$ cat config.mk
export PLATFORM = sky130hd
export DESIGN_NAME = motor_speed_regulator_unit
export DESIGN_NICKNAME = d
export VERILOG_FILES = /design/src/hdl/msr_pkg.sv /design/src/hdl/msr_csr.sv /design/src/hdl/msr_div.sv /design/src/hdl/msr_mul.sv /design/src/hdl/motor_speed_regulator_unit.sv
export SDC_FILE = /design/constraint.sdc
export NUM_CORES = 2
export LEC_CHECK = 0
export ABC_AREA = 1
export BUFFER_PORTS_ARGS = -buffer_cell sky130_fd_sc_hd__buf_2
export CAP_MARGIN = 20
export CORE_MARGIN = 1
export CORE_UTILIZATION = 45
export DETAILED_ROUTE_END_ITERATION = 6
export PLACE_DENSITY_LB_ADDON = 0.2
export SETUP_SLACK_MARGIN = 0.02
export SLEW_MARGIN = 25
export SYNTH_ARGS = -nofsm -noshare
export SYNTH_HDL_FRONTEND = slang
export SYNTH_SLANG_ARGS = --single-unit
$ cat constraint.sdc
create_clock -name clock -period 11.4 [get_ports clock]
set_input_delay 1.14 -clock clock [delete_from_list [all_inputs] [get_ports clock]]
set_output_delay 1.14 -clock clock [all_outputs]
set_load 0.005 [all_outputs]
$ cat src/hdl/msr_pkg.sv
`timescale 1ns / 1ps
// Shared types and constants for the motor speed regulator.
// No dependencies; every module of the block imports this package.
package msr_pkg;

   localparam int STAMP_W   = 48;
   localparam int SPEED_W   = 26;
   localparam int DUTY_W    = 7;
   localparam int COLOR_W   = 24;
   localparam int SHORT_W   = 16;
   localparam int LONG_W    = 32;
   localparam int DATA_W    = 32;
   localparam int ADDR_W    = 5;
   localparam int REG_IDX_W = 3;
   localparam int GAIN_W    = SHORT_W;
   localparam int ERR_W     = SPEED_W + 1;
   localparam int PROD_W    = GAIN_W + ERR_W;
   localparam int WIN_W     = SPEED_W + 2;
   localparam int REM_W     = SPEED_W + 1;

   // sixty seconds in microseconds
   localparam logic [SPEED_W-1:0] RPM_NUM = 26'd60000000;

   localparam logic [COLOR_W-1:0] COLOR_RED    = 24'hFF0000;
   localparam logic [COLOR_W-1:0] COLOR_YELLOW = 24'hFFFF00;
   localparam logic [COLOR_W-1:0] COLOR_GREEN  = 24'h00FF00;
   localparam logic [COLOR_W-1:0] COLOR_CYAN   = 24'h00FFFF;
   localparam logic [COLOR_W-1:0] COLOR_BLUE   = 24'h0000FF;
   localparam logic [COLOR_W-1:0] COLOR_OFF    = 24'hFF00A0;

   localparam logic [DUTY_W-1:0] DUTY_50  = 7'd50;
   localparam logic [DUTY_W-1:0] DUTY_80  = 7'd80;
   localparam logic [DUTY_W-1:0] DUTY_85  = 7'd85;
   localparam logic [DUTY_W-1:0] DUTY_90  = 7'd90;
   localparam logic [DUTY_W-1:0] DUTY_95  = 7'd95;
   localparam logic [DUTY_W-1:0] DUTY_100 = 7'd100;

   localparam logic [SHORT_W-1:0] TARGET_RST  = 16'd1736;
   localparam logic [SHORT_W-1:0] GAIN_RST    = 16'd655;
   localparam logic [SHORT_W-1:0] WINDOW_RST  = 16'd50;
   localparam logic [LONG_W-1:0]  TIMEOUT_RST = 32'd3000000;
   localparam logic [LONG_W-1:0]  HOLD_RST    = 32'd3000000;

   localparam logic [REG_IDX_W-1:0] REG_TARGET  = 3'd0;
   localparam logic [REG_IDX_W-1:0] REG_GAIN    = 3'd1;
   localparam logic [REG_IDX_W-1:0] REG_WINDOW  = 3'd2;
   localparam logic [REG_IDX_W-1:0] REG_TIMEOUT = 3'd3;
   localparam logic [REG_IDX_W-1:0] REG_HOLD    = 3'd4;

   localparam logic OP_EDGE = 1'b0;
   localparam logic OP_TICK = 1'b1;

   typedef struct packed {
      logic [SHORT_W-1:0] target_speed;
      logic [SHORT_W-1:0] loop_gain;
      logic [SHORT_W-1:0] speed_window;
      logic [LONG_W-1:0]  edge_timeout;
      logic [LONG_W-1:0]  startup_hold;
   } cfg_type;

   typedef enum logic [2:0] {
      ST_IDLE,
      ST_DIFF,
      ST_SPLIT,
      ST_DIV,
      ST_MUL,
      ST_CLAMP,
      ST_STORE
   } state_type;

endpackage

$ cat src/hdl/msr_csr.sv
`timescale 1ns / 1ps
// Configuration registers behind an APB-style slave port.
// Depends on msr_pkg for the register indexes and the cfg_type bundle.
module msr_csr (
   input  logic                        clock,
   input  logic                        reset,
   input  logic                        psel,
   input  logic                        penable,
   input  logic                        pwrite,
   input  logic [msr_pkg::ADDR_W-1:0]  paddr,
   input  logic [msr_pkg::DATA_W-1:0]  pwdata,
   output logic [msr_pkg::DATA_W-1:0]  prdata,
   output logic                        pready,
   output msr_pkg::cfg_type            cfg
);
   import msr_pkg::*;

   cfg_type               cfg_ff;
   logic [REG_IDX_W-1:0]  idx;
   logic                  wr_en;

   assign pready = 1'b1;
   assign idx    = paddr[ADDR_W-1:2];
   assign wr_en  = psel && penable && pwrite && pready;
   assign cfg    = cfg_ff;

   always_ff @(posedge clock) begin
      if (reset) begin
         cfg_ff.target_speed <= TARGET_RST;
         cfg_ff.loop_gain    <= GAIN_RST;
         cfg_ff.speed_window <= WINDOW_RST;
         cfg_ff.edge_timeout <= TIMEOUT_RST;
         cfg_ff.startup_hold <= HOLD_RST;
      end else if (wr_en) begin
         case (idx)
            REG_TARGET:  cfg_ff.target_speed <= pwdata[SHORT_W-1:0];
            REG_GAIN:    cfg_ff.loop_gain    <= pwdata[SHORT_W-1:0];
            REG_WINDOW:  cfg_ff.speed_window <= pwdata[SHORT_W-1:0];
            REG_TIMEOUT: cfg_ff.edge_timeout <= pwdata[LONG_W-1:0];
            REG_HOLD:    cfg_ff.startup_hold <= pwdata[LONG_W-1:0];
            default: ;
         endcase
      end
   end

   always_comb begin
      case (idx)
         REG_TARGET:  prdata = DATA_W'(cfg_ff.target_speed);
         REG_GAIN:    prdata = DATA_W'(cfg_ff.loop_gain);
         REG_WINDOW:  prdata = DATA_W'(cfg_ff.speed_window);
         REG_TIMEOUT: prdata = DATA_W'(cfg_ff.edge_timeout);
         REG_HOLD:    prdata = DATA_W'(cfg_ff.startup_hold);
         default:     prdata = '0;
      endcase
   end

endmodule

$ cat src/hdl/msr_div.sv
`timescale 1ns / 1ps
// Bit-serial restoring divider: 60000000 / divisor, one quotient bit per cycle.
// Depends on msr_pkg for the numerator and the quotient width.
module msr_div #(
   parameter int TIME_BITS = 48
) (
   input  logic                         clock,
   input  logic                         reset,
   input  logic                         start,
   input  logic [TIME_BITS-1:0]         divisor,
   output logic                         done,
   output logic [msr_pkg::SPEED_W-1:0]  quot
);
   import msr_pkg::*;

   localparam int CNT_W = $clog2(SPEED_W);

   logic                 busy_ff, busy_in;
   logic [CNT_W-1:0]     cnt_ff, cnt_in;
   logic [TIME_BITS-1:0] dsr_ff;
   logic [REM_W-1:0]     rem_ff, rem_in;
   logic [SPEED_W-1:0]   quot_ff, quot_in;
   logic [REM_W-1:0]     trial;
   logic                 big;
   logic                 fits;

   // remainder never reaches 2^26, so a divisor with any high bit set never fits
   assign trial = {rem_ff[REM_W-2:0], RPM_NUM[cnt_ff]};
   assign big   = |dsr_ff[TIME_BITS-1:REM_W];
   assign fits  = !big && (trial >= dsr_ff[REM_W-1:0]);
   assign done  = busy_ff && (cnt_ff == '0);
   assign quot  = quot_ff;

   always_comb begin
      busy_in = busy_ff;
      cnt_in  = cnt_ff;
      rem_in  = rem_ff;
      quot_in = quot_ff;
      if (start) begin
         busy_in = 1'b1;
         cnt_in  = CNT_W'(SPEED_W - 1);
         rem_in  = '0;
         quot_in = '0;
      end else if (busy_ff) begin
         rem_in  = fits ? (trial - dsr_ff[REM_W-1:0]) : trial;
         quot_in = {quot_ff[SPEED_W-2:0], fits};
         cnt_in  = cnt_ff - 1'b1;
         if (cnt_ff == '0) begin
            busy_in = 1'b0;
         end
      end
   end

   always_ff @(posedge clock) begin
      if (reset) begin
         busy_ff <= 1'b0;
         cnt_ff  <= '0;
      end else begin
         busy_ff <= busy_in;
         cnt_ff  <= cnt_in;
      end
   end

   always_ff @(posedge clock) begin
      rem_ff  <= rem_in;
      quot_ff <= quot_in;
      if (start) begin
         dsr_ff <= divisor;
      end
   end

endmodule

$ cat src/hdl/msr_mul.sv
`timescale 1ns / 1ps
// Bit-serial shift-add multiplier: unsigned gain times signed speed error.
// Depends on msr_pkg for operand and product widths.
module msr_mul (
   input  logic                               clock,
   input  logic                               reset,
   input  logic                               start,
   input  logic [msr_pkg::GAIN_W-1:0]         gain,
   input  logic signed [msr_pkg::ERR_W-1:0]   err,
   output logic                               done,
   output logic signed [msr_pkg::PROD_W-1:0]  prod
);
   import msr_pkg::*;

   localparam int CNT_W = $clog2(GAIN_W);

   logic                     busy_ff, busy_in;
   logic [CNT_W-1:0]         cnt_ff, cnt_in;
   logic [GAIN_W-1:0]        mplr_ff, mplr_in;
   logic signed [PROD_W-1:0] mcand_ff, mcand_in;
   logic signed [PROD_W-1:0] prod_ff, prod_in;

   assign done = busy_ff && (cnt_ff == '0);
   assign prod = prod_ff;

   // gain bits enter LSB first; the error shifts up one place each cycle
   always_comb begin
      busy_in  = busy_ff;
      cnt_in   = cnt_ff;
      mplr_in  = mplr_ff;
      mcand_in = mcand_ff;
      prod_in  = prod_ff;
      if (start) begin
         busy_in  = 1'b1;
         cnt_in   = CNT_W'(GAIN_W - 1);
         mplr_in  = gain;
         mcand_in = PROD_W'(err);
         prod_in  = '0;
      end else if (busy_ff) begin
         if (mplr_ff[0]) begin
            prod_in = prod_ff + mcand_ff;
         end
         mplr_in  = mplr_ff >> 1;
         mcand_in = mcand_ff <<< 1;
         cnt_in   = cnt_ff - 1'b1;
         if (cnt_ff == '0) begin
            busy_in = 1'b0;
         end
      end
   end

   always_ff @(posedge clock) begin
      if (reset) begin
         busy_ff <= 1'b0;
         cnt_ff  <= '0;
      end else begin
         busy_ff <= busy_in;
         cnt_ff  <= cnt_in;
      end
   end

   always_ff @(posedge clock) begin
      mplr_ff  <= mplr_in;
      mcand_ff <= mcand_in;
      prod_ff  <= prod_in;
   end

endmodule

$ cat src/hdl/motor_speed_regulator_unit.sv
`timescale 1ns / 1ps
// Motor speed regulator top level: sequencer, state and result register.
// Depends on msr_pkg, msr_csr, msr_div and msr_mul.
//
//   channel  direction  handshake               payload
//   req      in         req_valid / req_stall   req_op, req_stamp
//   rsp      out        rsp_valid / rsp_stall   motor_on, duty, in_window, speed, led
//   csr      in         psel/penable/pready     paddr, pwdata, prdata
//
// An edge item runs through the 26-step serial divider unless its interval is
// zero; a tick runs through the 16-step serial multiplier when enabled and skips
// it when disabled. One item is in work at a time.
// Synchronous reset restores the sequencer and regulator state; no clearing pass.
// A stalled result holds in the output register; the next item is taken
// while it waits, and its result holds until the register frees up.
module motor_speed_regulator_unit #(
   parameter int TIME_BITS      = 48,
   parameter int DUTY_FRAC_BITS = 16
) (
   input  logic                         clock,
   input  logic                         reset,
   input  logic                         req_valid,
   output logic                         req_stall,
   input  logic                         req_op,
   input  logic [msr_pkg::STAMP_W-1:0]  req_stamp,
   output logic                         rsp_valid,
   input  logic                         rsp_stall,
   output logic                         rsp_motor_on,
   output logic [msr_pkg::DUTY_W-1:0]   rsp_duty_percent,
   output logic                         rsp_in_window,
   output logic [msr_pkg::SPEED_W-1:0]  rsp_speed_now,
   output logic [msr_pkg::COLOR_W-1:0]  rsp_led_rgb,
   input  logic                         psel,
   input  logic                         penable,
   input  logic                         pwrite,
   input  logic [msr_pkg::ADDR_W-1:0]   paddr,
   input  logic [msr_pkg::DATA_W-1:0]   pwdata,
   output logic [msr_pkg::DATA_W-1:0]   prdata,
   output logic                         pready
);
   import msr_pkg::*;

   localparam int AW    = DUTY_W + DUTY_FRAC_BITS;
   localparam int LSH   = (DUTY_FRAC_BITS >= 16) ? DUTY_FRAC_BITS - 16 : 0;
   localparam int RSH   = (DUTY_FRAC_BITS >= 16) ? 0 : 16 - DUTY_FRAC_BITS;
   localparam int SUM_W = PROD_W + LSH + 2;

   localparam logic [AW-1:0] ACC_RST = {DUTY_50,  {DUTY_FRAC_BITS{1'b0}}};
   localparam logic [AW-1:0] PCT80   = {DUTY_80,  {DUTY_FRAC_BITS{1'b0}}};
   localparam logic [AW-1:0] PCT85   = {DUTY_85,  {DUTY_FRAC_BITS{1'b0}}};
   localparam logic [AW-1:0] PCT90   = {DUTY_90,  {DUTY_FRAC_BITS{1'b0}}};
   localparam logic [AW-1:0] PCT95   = {DUTY_95,  {DUTY_FRAC_BITS{1'b0}}};
   localparam logic [AW-1:0] PCT100  = {DUTY_100, {DUTY_FRAC_BITS{1'b0}}};

   cfg_type cfg;

   state_type state_ff, state_in;

   logic                  op_ff;
   logic [TIME_BITS-1:0]  now_ff;
   logic [TIME_BITS-1:0]  diff_ff;
   logic                  late_ff;
   logic [AW-1:0]         sum_ff;

   logic [TIME_BITS-1:0]  last_edge_ff, last_edge_in;
   logic [SPEED_W-1:0]    speed_ff, speed_in;
   logic [AW-1:0]         acc_ff, acc_in;
   logic                  enabled_ff, enabled_in;
   logic                  target_ff, target_in;
   logic [COLOR_W-1:0]    color_ff, color_in;

   logic                  rsp_valid_ff, rsp_valid_in;
   logic                  rsp_motor_on_ff;
   logic [DUTY_W-1:0]     rsp_duty_ff;
   logic                  rsp_in_window_ff;
   logic [SPEED_W-1:0]    rsp_speed_ff;
   logic [COLOR_W-1:0]    rsp_led_ff;

   logic                  req_take;
   logic                  diff_zero;
   logic                  div_start, div_done;
   logic [SPEED_W-1:0]    div_quot;
   logic                  mul_start, mul_done;
   logic signed [PROD_W-1:0] mul_prod;
   logic signed [ERR_W-1:0]  err;
   logic signed [SUM_W-1:0]  step_scaled;
   logic signed [SUM_W-1:0]  sum_raw;
   logic [AW-1:0]         sum_clamp;
   logic signed [WIN_W-1:0]  win_lo, win_hi, win_sp;
   logic                  win_hit;
   logic [COLOR_W-1:0]    band;
   logic                  store_go;

   msr_csr u_csr (
      .clock   (clock),
      .reset   (reset),
      .psel    (psel),
      .penable (penable),
      .pwrite  (pwrite),
      .paddr   (paddr),
      .pwdata  (pwdata),
      .prdata  (prdata),
      .pready  (pready),
      .cfg     (cfg)
   );

   msr_div #(.TIME_BITS(TIME_BITS)) u_div (
      .clock   (clock),
      .reset   (reset),
      .start   (div_start),
      .divisor (diff_ff),
      .done    (div_done),
      .quot    (div_quot)
   );

   msr_mul u_mul (
      .clock (clock),
      .reset (reset),
      .start (mul_start),
      .gain  (cfg.loop_gain),
      .err   (err),
      .done  (mul_done),
      .prod  (mul_prod)
   );

   assign req_take  = req_valid && !req_stall;
   assign diff_zero = (diff_ff == '0);
   assign err = signed'(ERR_W'(cfg.target_speed)) - signed'(ERR_W'(speed_ff));

   // scale Q.16 step to the accumulator's fraction; arithmetic shift floors
   assign step_scaled = (SUM_W'(mul_prod) <<< LSH) >>> RSH;
   assign sum_raw     = step_scaled + signed'(SUM_W'(acc_ff));

   always_comb begin
      if (sum_raw < 0) begin
         sum_clamp = '0;
      end else if (sum_raw > signed'(SUM_W'(PCT100))) begin
         sum_clamp = PCT100;
      end else begin
         sum_clamp = AW'(sum_raw);
      end
   end

   assign win_sp  = signed'(WIN_W'(speed_ff));
   assign win_lo  = signed'(WIN_W'(cfg.target_speed)) - signed'(WIN_W'(cfg.speed_window));
   assign win_hi  = signed'(WIN_W'(cfg.target_speed)) + signed'(WIN_W'(cfg.speed_window));
   assign win_hit = (win_sp > win_lo) && (win_sp < win_hi);

   always_comb begin
      if (sum_ff < PCT80) begin
         band = COLOR_RED;
      end else if (sum_ff < PCT85) begin
         band = COLOR_YELLOW;
      end else if (sum_ff < PCT90) begin
         band = COLOR_GREEN;
      end else if (sum_ff < PCT95) begin
         band = COLOR_CYAN;
      end else begin
         band = COLOR_BLUE;
      end
   end

   // next state
   always_comb begin
      state_in = state_ff;
      case (state_ff)
         ST_IDLE: begin
            if (req_take) begin
               state_in = ST_DIFF;
            end
         end
         ST_DIFF: state_in = ST_SPLIT;
         ST_SPLIT: begin
            if (op_ff == OP_EDGE) begin
               state_in = diff_zero ? ST_STORE : ST_DIV;
            end else begin
               state_in = enabled_ff ? ST_MUL : ST_STORE;
            end
         end
         ST_DIV: begin
            if (div_done) begin
               state_in = ST_STORE;
            end
         end
         ST_MUL: begin
            if (mul_done) begin
               state_in = ST_CLAMP;
            end
         end
         ST_CLAMP: state_in = ST_STORE;
         ST_STORE: begin
            if (store_go) begin
               state_in = ST_IDLE;
            end
         end
         default: state_in = ST_IDLE;
      endcase
   end

   // sequencer outputs
   always_comb begin
      req_stall = 1'b1;
      div_start = 1'b0;
      mul_start = 1'b0;
      store_go  = 1'b0;
      case (state_ff)
         ST_IDLE: req_stall = 1'b0;
         ST_SPLIT: begin
            div_start = (op_ff == OP_EDGE) && !diff_zero;
            mul_start = (op_ff == OP_TICK) && enabled_ff;
         end
         ST_STORE: store_go = !rsp_valid_ff || !rsp_stall;
         default: ;
      endcase
   end

   // state after this item
   always_comb begin
      last_edge_in = last_edge_ff;
      speed_in     = speed_ff;
      acc_in       = acc_ff;
      enabled_in   = enabled_ff;
      target_in    = target_ff;
      color_in     = color_ff;
      if (op_ff == OP_EDGE) begin
         speed_in     = diff_zero ? '0 : div_quot;
         last_edge_in = now_ff;
      end else begin
         if (enabled_ff) begin
            acc_in    = sum_ff;
            target_in = win_hit;
            color_in  = band;
         end else begin
            color_in  = COLOR_OFF;
         end
         if (late_ff) begin
            enabled_in = 1'b0;
            target_in  = 1'b0;
            acc_in     = ACC_RST;
         end else begin
            enabled_in = 1'b1;
         end
      end
   end

   always_comb begin
      rsp_valid_in = rsp_valid_ff && rsp_stall;
      if (store_go) begin
         rsp_valid_in = 1'b1;
      end
   end

   always_ff @(posedge clock) begin
      if (reset) begin
         state_ff     <= ST_IDLE;
         rsp_valid_ff <= 1'b0;
         last_edge_ff <= '0;
         speed_ff     <= '0;
         acc_ff       <= ACC_RST;
         enabled_ff   <= 1'b0;
         target_ff    <= 1'b0;
         color_ff     <= '0;
      end else begin
         state_ff     <= state_in;
         rsp_valid_ff <= rsp_valid_in;
         if (store_go) begin
            last_edge_ff <= last_edge_in;
            speed_ff     <= speed_in;
            acc_ff       <= acc_in;
            enabled_ff   <= enabled_in;
            target_ff    <= target_in;
            color_ff     <= color_in;
         end
      end
   end

   always_ff @(posedge clock) begin
      if (req_take) begin
         op_ff  <= req_op;
         now_ff <= TIME_BITS'(req_stamp);
      end
      if (state_ff == ST_DIFF) begin
         diff_ff <= now_ff - last_edge_ff;
      end
      if (state_ff == ST_SPLIT) begin
         late_ff <= (diff_ff > TIME_BITS'(cfg.edge_timeout)) ||
                    (now_ff < TIME_BITS'(cfg.startup_hold));
      end
      if (state_ff == ST_CLAMP) begin
         sum_ff <= sum_clamp;
      end
      if (store_go) begin
         rsp_motor_on_ff  <= enabled_in;
         rsp_duty_ff      <= enabled_in ? acc_in[AW-1 -: DUTY_W] : '0;
         rsp_in_window_ff <= target_in;
         rsp_speed_ff     <= speed_in;
         rsp_led_ff       <= color_in;
      end
   end

   assign rsp_valid        = rsp_valid_ff;
   assign rsp_motor_on     = rsp_motor_on_ff;
   assign rsp_duty_percent = rsp_duty_ff;
   assign rsp_in_window    = rsp_in_window_ff;
   assign rsp_speed_now    = rsp_speed_ff;
   assign rsp_led_rgb      = rsp_led_ff;

endmodule

==> out/qor.csv <==
stage,metric,value,unit
clock_tree,Clock Latency Late Sink,0.64,ns
setup_path,crit end category,register,
hold_path,HP Class,register to register,
timing,RSZ-0062 raised after global routing,no,
timing,Least-Margin Pin Slew,1.070,ns
pwr,peak supply drop,118.0,uV
timing,Fin Setup TNS,0,ns
floorplanning,Chip Width,293.1,um
timing,min cycle time layout,4.780,ns
logic_synthesis,Post-synth EDFFs,287,
global_routing,GRT overflow,0,
pwr,LEAKAGE,18.69,nW
setup_path,critical path class,register to register,
timing,Setup-failing EPs final,0,
placement,port bufs,183,
timing,final slew viol count,0,
job,Max Cap Violations,0,
layout,P&R area growth vs syn,12.09,%
drt,vias post-DR,33390,
placement,Final HPWL DP,86120,um
setup_path,Reg2Reg Setup Slack,6.62,ns
drt,DRC,16,
clock_tree,CTS sink cnt,632,
floorplanning,die area,0.08588,mm2
drt,DRT Pass-1 Iters,7,
placement,routability cong.,0.9489,
timing,final count of hold timing violations,0,
timing,period utilization,41.93,%
layout,Finished Cell Area,0.04273,mm2
layout,layout cells sized above 1,7.813,%
logic_synthesis,Yosys reg bits,632,
logic_synthesis,Syn Area/Cell,7.695,um2
floorplanning,core area,0.08369,mm2
clock_tree,clock tree buffer depth,3,
drt,drt wl/cell,17.82,um
floorplanning,Die H,293.1,um
hold_path,Hold Crit Start,diff_ff[40]$_DFFE_PP_,
setup_path,Setup crit start kind,register,
setup_path,"Max stage delay cell, worst path",fa_1,
layout,Layout Utilization,51.06,%
placement,pre-CTS setup slack,6.756,ns
timing,Hold WS,0.4402,ns
global_routing,vias in the first global route,30890,
run_status,failing checks,DRC,
setup_path,cell family with most CP delay,simple AND/OR/NAND/NOR gates,
clock_tree,hold buffers post-CTS,0,
setup_path,"Largest stage delay, worst path",0.44,ns
timing,setup ws final,6.620,ns
global_routing,largest net degree at the start of global routing,95,
logic_synthesis,"Primary FF master, synth",dfxtp_1,
drt,1st-iter DRT viols,2724,
setup_path,worst-path cell chain,inv_1 -> ha_1 -> fa_1 -> nor4_1 -> nor2_1 -> o21ai_1 -> a31oi_1 -> inv_1 -> ha_1 -> nand2_1 -> nor2_1 -> nand4_1 -> nor4_1 -> nand4_1 -> nand2_1 -> nand2_1 -> nand4_1 -> nand2_1 -> o21ai_0 -> inv_1,
layout,number of diodes,0,
clock_tree,H-tree depth,3,
setup_path,worst r2r src,u_csr.cfg[96]$_SDFFE_PP0P_,
global_routing,Tot GR Track Use,25.66,%
floorplanning,I/O Pins,187,
setup_path,cells on worst reg2reg path,20,
run_status,status,"finished, violations left",
setup_path,Worst R2R End,target_ff$_SDFFE_PP0P_,
timing,clk_skew,0.04234,ns
clock_tree,quantity of gates resized following cts,0,
setup_path,CP max FO,12,
logic_synthesis,post-synth cell types,59,
logic_synthesis,ys async rst share,0,%
floorplanning,FP Rows,106,
layout,nets,5495,
logic_synthesis,Mapped Nets,5352,
floorplanning,Initial Utilization,45.55,%
global_routing,initial antenna violation count,0,
timing,fmax,0.2092,GHz
drt,vias per inst,5.306,
pwr,Pwr Density,189.4,mW/mm2
logic_synthesis,yosys warns,0,
setup_path,Crit path buffers/inverters,3,
clock_tree,post-CTS setup buffers,0,
layout,fill count,8147,
setup_path,WP data required,11.90,ns
hold_path,hold path cells,0,
logic_synthesis,sequential fraction of the synthesis area,40.73,%
clock_tree,TritonCTS clock tree,built,
timing,max_slew headroom,28.64,%
clock_tree,CTS buffer count,74,
placement,Area after DPL,0.04016,mm2
global_routing,first-pass GRT wire length,172500,um
logic_synthesis,post-synthesis cell count,4954,
drt,final wirelength,112100,um
clock_tree,CTS Root Cell,clkbuf_16,
drt,DRT antenna net count,0,
clock_tree,"Reg clk slew, reported paths",0.06,ns
setup_path,"Arr. time, crit path",5.28,ns
logic_synthesis,mapped cell area,0.03812,mm2
setup_path,Crit path top cell by count,nand2_1,
layout,FF/Latch Area,0.01553,mm2
layout,area of the multi-input gates,0.01912,mm2
hold_path,hold worst-path end,u_div.dsr_ff[40]$_DFFE_PP_,
-- cells by family (layout without fill, tap and decap cells) --
kind of cell    Yosys count  count (layout)  share of synthesized area (%)
simple gates           1715            1715                          18.88
fa+ha+maj               305             305                          10.15
other cells               1               1                       0.009837
xor+xnor                150             150                          3.446
flops                   632             632                          40.73
compound gates         1221            1221                          17.55
buf+inv                 930            1134                          9.236
-- where the power goes --
group	total [W]	leakage, nW	switching, W	internal [W]
Sequential	0.00310	5.42	0.000292	0.00281
Combinational	0.00250	12.0	0.00165	0.000856
Clock	0.00249	1.26	0.00100	0.00149
-- through the flow --
stage,instances,power [W]
after global routing,6292,0.008583
after floorplan,4954,0.004847
after CTS,6292,0.008118
final,6292,0.008094
after detailed placement,6155,0.005617
after global placement,6155,0.005586
-- worst max-delay path by stage --
stage | from | end | slack (ns) | cells past startpoint
after floorplan | state_ff[0]$_SDFFE_PP0P_ | state_ff[1]$_SDFFE_PP0P_ | 7.14 | 4
after global placement | u_csr.cfg[65]$_SDFFE_PP1P_ | target_ff$_SDFFE_PP0P_ | 6.80 | 22
after detailed placement | u_csr.cfg[97]$_SDFFE_PP0P_ | target_ff$_SDFFE_PP0P_ | 6.76 | 19
after CTS | u_csr.cfg[96]$_SDFFE_PP0P_ | target_ff$_SDFFE_PP0P_ | 6.73 | 20
after global routing | u_csr.cfg[96]$_SDFFE_PP0P_ | target_ff$_SDFFE_PP0P_ | 6.39 | 20
final | u_csr.cfg[96]$_SDFFE_PP0P_ | target_ff$_SDFFE_PP0P_ | 6.62 | 20
-- synth_stat cells (all sizes together), types with 2 or more instances --
cell type	n	area (um2)
a31oi	51	319.1
o311ai	3	26.28
o31ai	3	36.28
o221a	2	22.52
or4	2	15.01
inv	780	2933
o2111ai	5	43.79
o21a	11	82.58
clkinv	3	11.26
fa	7	140.1
nor2	401	1595
a21o	12	90.09
a2111oi	3	26.28
clkbuf	133	499.2
a221oi	18	157.7
xnor2	47	411.6
and3	6	37.54
o22ai	58	362.9
xor2	103	902.1
and2	3	18.77
edfxtp	287	8618
a21oi	490	2452
a22oi	3	22.52
a21boi	12	90.09
nor4	41	256.5
a211oi	8	60.06
o21bai	21	157.7
nand3b	11	82.58
o211ai	43	322.8
nor3	49	250.2
nand2	966	3654
o221ai	5	43.79
nand4	52	325.3
o21ai	471	2357
nand3	172	880.8
ha	298	3729
dfxtp	345	6907
buf	14	77.58
or2	8	50.05
-- sequential cells by signal, indices dropped and copies added (netlist names), 43 cells and up --
name,cells
u_mul.mcand_ff,43
u_csr.cfg,112
u_mul.prod,43
now_ff,48
last_edge_ff,48
u_div.dsr_ff,48
diff_ff,48
-- cell type report --
| cell class | count | share of cell area, % |
|---|---|---|
| sequential | 632 | 36.34 |
| multi-input combinational | 3392 | 44.75 |
| tap | 1134 | 3.321 |
| inverter | 783 | 6.896 |
| clock inverter | 39 | 1.010 |
| timing repair buffer | 214 | 2.694 |
| clock buffer | 98 | 4.998 |
-- placed cells by master, fill, tap and decap left out, types with 8 or more instances in the layout --
cell and n:
clkinv_2 9, a21boi_0 12, or2_2 8, o21bai_1 21, o22ai_1 58, buf_4 32
nor3_1 46, inv_1 773, edfxtp_1 287, xor2_1 103, dfxtp_1 344, buf_2 182
o21ai_0 464, o211ai_1 43, xnor2_1 47, nor2_2 23, a211oi_1 8, nor4_1 41
a21oi_1 490, clkbuf_8 13, clkinv_1 12, clkbuf_16 77, nand2_2 11, nand4_1 52
a31oi_1 51, clkbuf_1 8, nand2_1 954, a221oi_1 18, nand3_1 168, a21o_1 12
nand3b_1 11, ha_1 298, nor2_1 370, nor2_4 8, o21a_1 11
-- metal layers --
layer / GRT usage [%] / routed length (um)
met1: 35.62 / 52420
met2: 40.05 / 48980
met3: 3.593 / 6294
met4: 10.50 / 4408
met5: 0 / 0
Note: power is estimated with default switching activity, not from simulation.
